## config.mk

```make
export PLATFORM = sky130hd
export DESIGN_NAME = orfb_blend
export DESIGN_NICKNAME = d
export VERILOG_FILES = /design/src/rtl/core/orfb_pkg.sv /design/src/rtl/core/orfb_blend.sv
export SDC_FILE = /design/constraint.sdc
export NUM_CORES = 2
export LEC_CHECK = 0
export ABC_AREA = 1
export BUFFER_PORTS_ARGS = -buffer_cell sky130_fd_sc_hd__buf_2
export CAP_MARGIN = 20
export CORE_MARGIN = 1
export CORE_UTILIZATION = 45
export CTS_CLUSTER_DIAMETER = 80
export DETAILED_ROUTE_END_ITERATION = 7
export RECOVER_POWER = 25
export SLEW_MARGIN = 20
export SYNTH_ARGS = -nofsm -noshare
export SYNTH_HDL_FRONTEND = slang
export SYNTH_SLANG_ARGS = --single-unit
```

## constraint.sdc

```tcl
create_clock -name clk -period 6.35 [get_ports clk]
set_clock_uncertainty 0.15 [all_clocks]
set_input_delay 1.27 -clock clk [delete_from_list [all_inputs] [get_ports clk]]
set_output_delay 1.27 -clock clk [all_outputs]
set_load 0.005 [all_outputs]
```

## src/rtl/core/orfb_pkg.sv

```systemverilog
// Shared constants and types for the oriented rectangle fill and blend block.
`timescale 1ns / 1ps

package orfb_pkg;

  localparam int FRAC_BITS = 8;
  localparam int PIX_BITS  = 12;
  localparam int CFG_W     = 24;
  localparam int COLOR_W   = 32;
  localparam int CHAN_W    = 8;
  localparam int NUM_CHAN  = COLOR_W / CHAN_W;
  localparam int BLEND_W   = 2 * CHAN_W;
  localparam int IDX_W     = 3;

  localparam int FIX_W  = PIX_BITS + FRAC_BITS;
  localparam int D_W    = ((FIX_W > CFG_W) ? FIX_W : CFG_W) + 1;
  localparam int PROD_W = CFG_W + D_W;
  localparam int NUM_W  = PROD_W + 1;
  localparam int DETP_W = 2 * CFG_W;
  localparam int DET_W  = DETP_W + 1;

  localparam int IN_W  = 2 * PIX_BITS + COLOR_W;
  localparam int TDATA_IN_W  = ((IN_W + 7) / 8) * 8;
  localparam int TDATA_OUT_W = ((COLOR_W + 7) / 8) * 8;

  typedef enum logic [IDX_W-1:0] {
    REG_ORIGIN_X = 3'd0,
    REG_ORIGIN_Y = 3'd1,
    REG_EDGE_A_X = 3'd2,
    REG_EDGE_A_Y = 3'd3,
    REG_EDGE_B_X = 3'd4,
    REG_EDGE_B_Y = 3'd5,
    REG_FILL_COLOR = 3'd6
  } cfg_reg_t;

  typedef struct packed {
    logic signed [CFG_W-1:0] ox;
    logic signed [CFG_W-1:0] oy;
    logic signed [CFG_W-1:0] ea_x;
    logic signed [CFG_W-1:0] ea_y;
    logic signed [CFG_W-1:0] eb_x;
    logic signed [CFG_W-1:0] eb_y;
  } geom_cfg_t;

  typedef struct packed {
    logic s2;
    logic s3;
  } pipe_en_t;

endpackage

```

## src/rtl/core/orfb_blend.sv

```systemverilog
// Per-channel alpha blend with round half up, divide by 255 via reciprocal.
`timescale 1ns / 1ps

module orfb_blend (
  input  logic                         clk,
  input  orfb_pkg::pipe_en_t           en,
  input  logic [orfb_pkg::COLOR_W-1:0] dst,
  input  logic [orfb_pkg::COLOR_W-1:0] color,
  output logic [orfb_pkg::COLOR_W-1:0] blended
);

  localparam int CW  = orfb_pkg::CHAN_W;
  localparam int NC  = orfb_pkg::NUM_CHAN;
  localparam int BW  = orfb_pkg::BLEND_W;
  localparam int RW  = BW + CW;
  localparam int EW  = BW + 1;
  localparam logic [CW-1:0] CMAX = '1;
  localparam logic [BW-1:0] HALF = BW'(CMAX >> 1);

  logic [CW-1:0] alpha;
  logic [CW-1:0] inv_alpha;
  logic [CW-1:0] src_c [NC];
  logic [BW-1:0] n_next [NC];
  logic [BW-1:0] n [NC];
  logic [BW-1:0] m_next [NC];
  logic [CW-1:0] q0_next [NC];
  logic [RW-1:0] recip [NC];
  logic [BW-1:0] m [NC];
  logic [CW-1:0] q0 [NC];
  logic [EW-1:0] rem [NC];

  assign alpha     = color[orfb_pkg::COLOR_W-1 -: CW];
  assign inv_alpha = CMAX - alpha;

  always_comb begin
    for (int c = 0; c < NC; c++) begin
      src_c[c]  = (c == NC - 1) ? alpha : color[c*CW +: CW];
      n_next[c] = BW'(inv_alpha) * BW'(dst[c*CW +: CW]) + BW'(alpha) * BW'(src_c[c]);
      m_next[c] = n[c] + HALF;
      recip[c]  = {m_next[c], {CW{1'b0}}} + RW'(m_next[c]);
      q0_next[c] = recip[c][RW-1 -: CW];
    end
  end

  always_ff @(posedge clk) begin
    if (en.s2) begin
      n <= n_next;
    end
    if (en.s3) begin
      m  <= m_next;
      q0 <= q0_next;
    end
  end

  always_comb begin
    for (int c = 0; c < NC; c++) begin
      rem[c] = EW'(m[c]) - EW'({q0[c], {CW{1'b0}}}) + EW'(q0[c]);
      blended[c*CW +: CW] = (rem[c] >= EW'(CMAX)) ? q0[c] + CW'(1) : q0[c];
    end
  end

endmodule

```

==> reports/results.ini <==
[placed_design]
post-place-ws_ps=-205
place_congestion=0.911
dp_hpwl_um=62300
port_buffers=98

[global_routing]
grt_max_degree=65
first_global_vias=24900
antenna_found_initial=12
grt_pass1_wl_um=121000
grt_usage_pct=21.4
grt.overflow.total=0

[cts]
cts.sinks=160
tritoncts=done
cts_resized=0
clkLatencyLatePin_ps=470
clk_pin_slew_ps=60
numCtsBuffers=17
htree_levels=4
holdBufCountCts=0
cts_root_buffer=clkbuf_16
post-cts-setup-buffers=0
clockBufferDepth=2

[detailed_routing]
ant_nets=0
drt_iter0_markers=1222
routedWlPerCell_um=13.8
route.vias.total=25000
drt_drc_violations_left=0
firstDrtPassIters=6
routed_via_density=4.79
drt-total-wl_um=72000

[synthesis]
yosys.cell_types.count=55
syn_avg_cell_area_um2=7.60
synth_edf_count=160
synth_seq_cells=160
yosysTopAreaCell=fa_1
synthArstFlopShare_pct=0
synth_area_leaders=fa_1 (24%), ha_1 (16%), edfxtp_1 (15%)
yosysWarnings=0
synth_area_um2=31100
synth_top_area_share_pct=23.9
syn_inst=4096
seq_area_frac_synth_pct=15.4
synth_ff_type=edfxtp_1

[timing]
slew_violations=50
worst_slew_pin_slew_ps=2720
layout_setup_ws_ps=294
rsz0062_at_grt=false
max_slew_margin_pct=-81.1
period_share_pct=95.4
fin_hold_ws_ps=445
hold_viol=0
period_needed_ps=6060
max_freq_mhz=165
setup_viol=0

[job]
max_cap_viol_count=1

[floorplan]
die_x_um=265
core_um2=68500
die_y_um=265
start_util_pct=45.5
pin_count=99
die_area_um2=70200
num_rows=96

[worst_hold_path]
hold_depth=2
hold_path_class=flop to flop

[cells_and_area]
syn_to_final_growth_pct=11.4
final_nets=5162
layout-drive-gt1-share_pct=8.95
final_common_cell=inv_1
final_cell_mix=inv_1 (1,044), nand2_1 (970), ha_1 (395)

[worst_setup_path]
path_max_fanout=10
required_ps=6400
endpoint_kind=flop
r2r_cells=15
criticalPathCategory=input port to flop
cp_data_arrival_time_ps=6110
start_kind=input port

[run_status]
status=finished with violations
violations=capacitance limit, slew limit

==> per-layer routing <==
layer / wire [um] / up-vias / global-route usage, % / share of wire (%)
met2: 33700 / 393 / 36.2 / 47
met3: 3230 / 70 / 3.31 / 4.5
met4: 1040 / 14 / 4.37 / 1.4
met5: 94 / - / 0 / 0.13
met1: 33900 / 11700 / 29.0 / 47
li1: - / 12800 / - / -
==> registers in the layout, indices dropped and copies added (netlist names) <==
| register | count |
|---|---|
| m | 64 |
| n | 64 |
| q0 | 32 |
==> critical path: stages <==
cell	delay, ps
buf_2	130
inv_2	80
buf_4	210
nand2_1	100
fa_1	520
fa_1	510
fa_1	510
inv_1	60
fa_1	440
fa_1	520
inv_1	50
fa_1	470
inv_1	60
ha_4	270
nand2_1	70
o21a_1	180
and2_1	170
o21ai_2	130
nand3_1	100
o21ai_1	170
xor2_1	90
==> metrics by stage <==
step           cells  cell area (um^2)  TNS, ps  util [%]
2_1_floorplan   4100             31300    -30.0         -
3_3_place_gp    5187             34100     -866      49.8
3_5_place_dp    5187             34100    -1890      49.8
4_1_cts         5217             34700        0      50.7
5_1_grt         5220             34700        0      50.7
6_report        5222             34700        0      50.7
==> cell type report <==
type	count	area (um^2)
tap	882	1100
sequential	160	4800
clock inverter	12	208
antenna	5	12.5
fill	6842	33800
clock buffer	18	429
multi-input combinational	2805	22100
timing repair buffer	282	2070
inverter	1058	3980
==> cells in the mapped netlist (11+ instances only) <==
master and count:
xor2_1 107, a21oi_1 127, clkbuf_1 39, nand2_1 968
nand3_1 161, nor2_1 354, edfxtp_1 160, inv_1 1045
nor2_2 11, nand4_1 51, o21ai_0 63, xnor2_1 31
clkbuf_2 21, nor3_1 22, fa_1 371, ha_1 400
buf_1 16, nand2_2 17, nand3b_1 16
==> cells by family after synthesis <==
logic type | count (synthesis) | share of synthesized area, %
xor+xnor | 145 | 4.28
buf+inv | 1135 | 13.8
flops | 160 | 15.4
simple gates | 1645 | 22.3
other cells | 1 | 0.0120
fa+ha+maj | 771 | 39.9
compound gates | 239 | 4.22
==> path summary, 6_finish.rpt <==
path | startpoint | end | slack, ps
worst max-delay path | color[29] | n[31]$_DFFE_PP_ | 290
worst min-delay path | n[22]$_DFFE_PP_ | m[22]$_DFFE_PP_ | 450
worst max register to register | n[32]$_DFFE_PP_ | q0[18]$_DFFE_PP_ | 2930
worst min register to register | n[22]$_DFFE_PP_ | m[22]$_DFFE_PP_ | 450
Power is not shown: default switching activity piles up to over one toggle a cycle in this logic, so the estimate is an artifact.
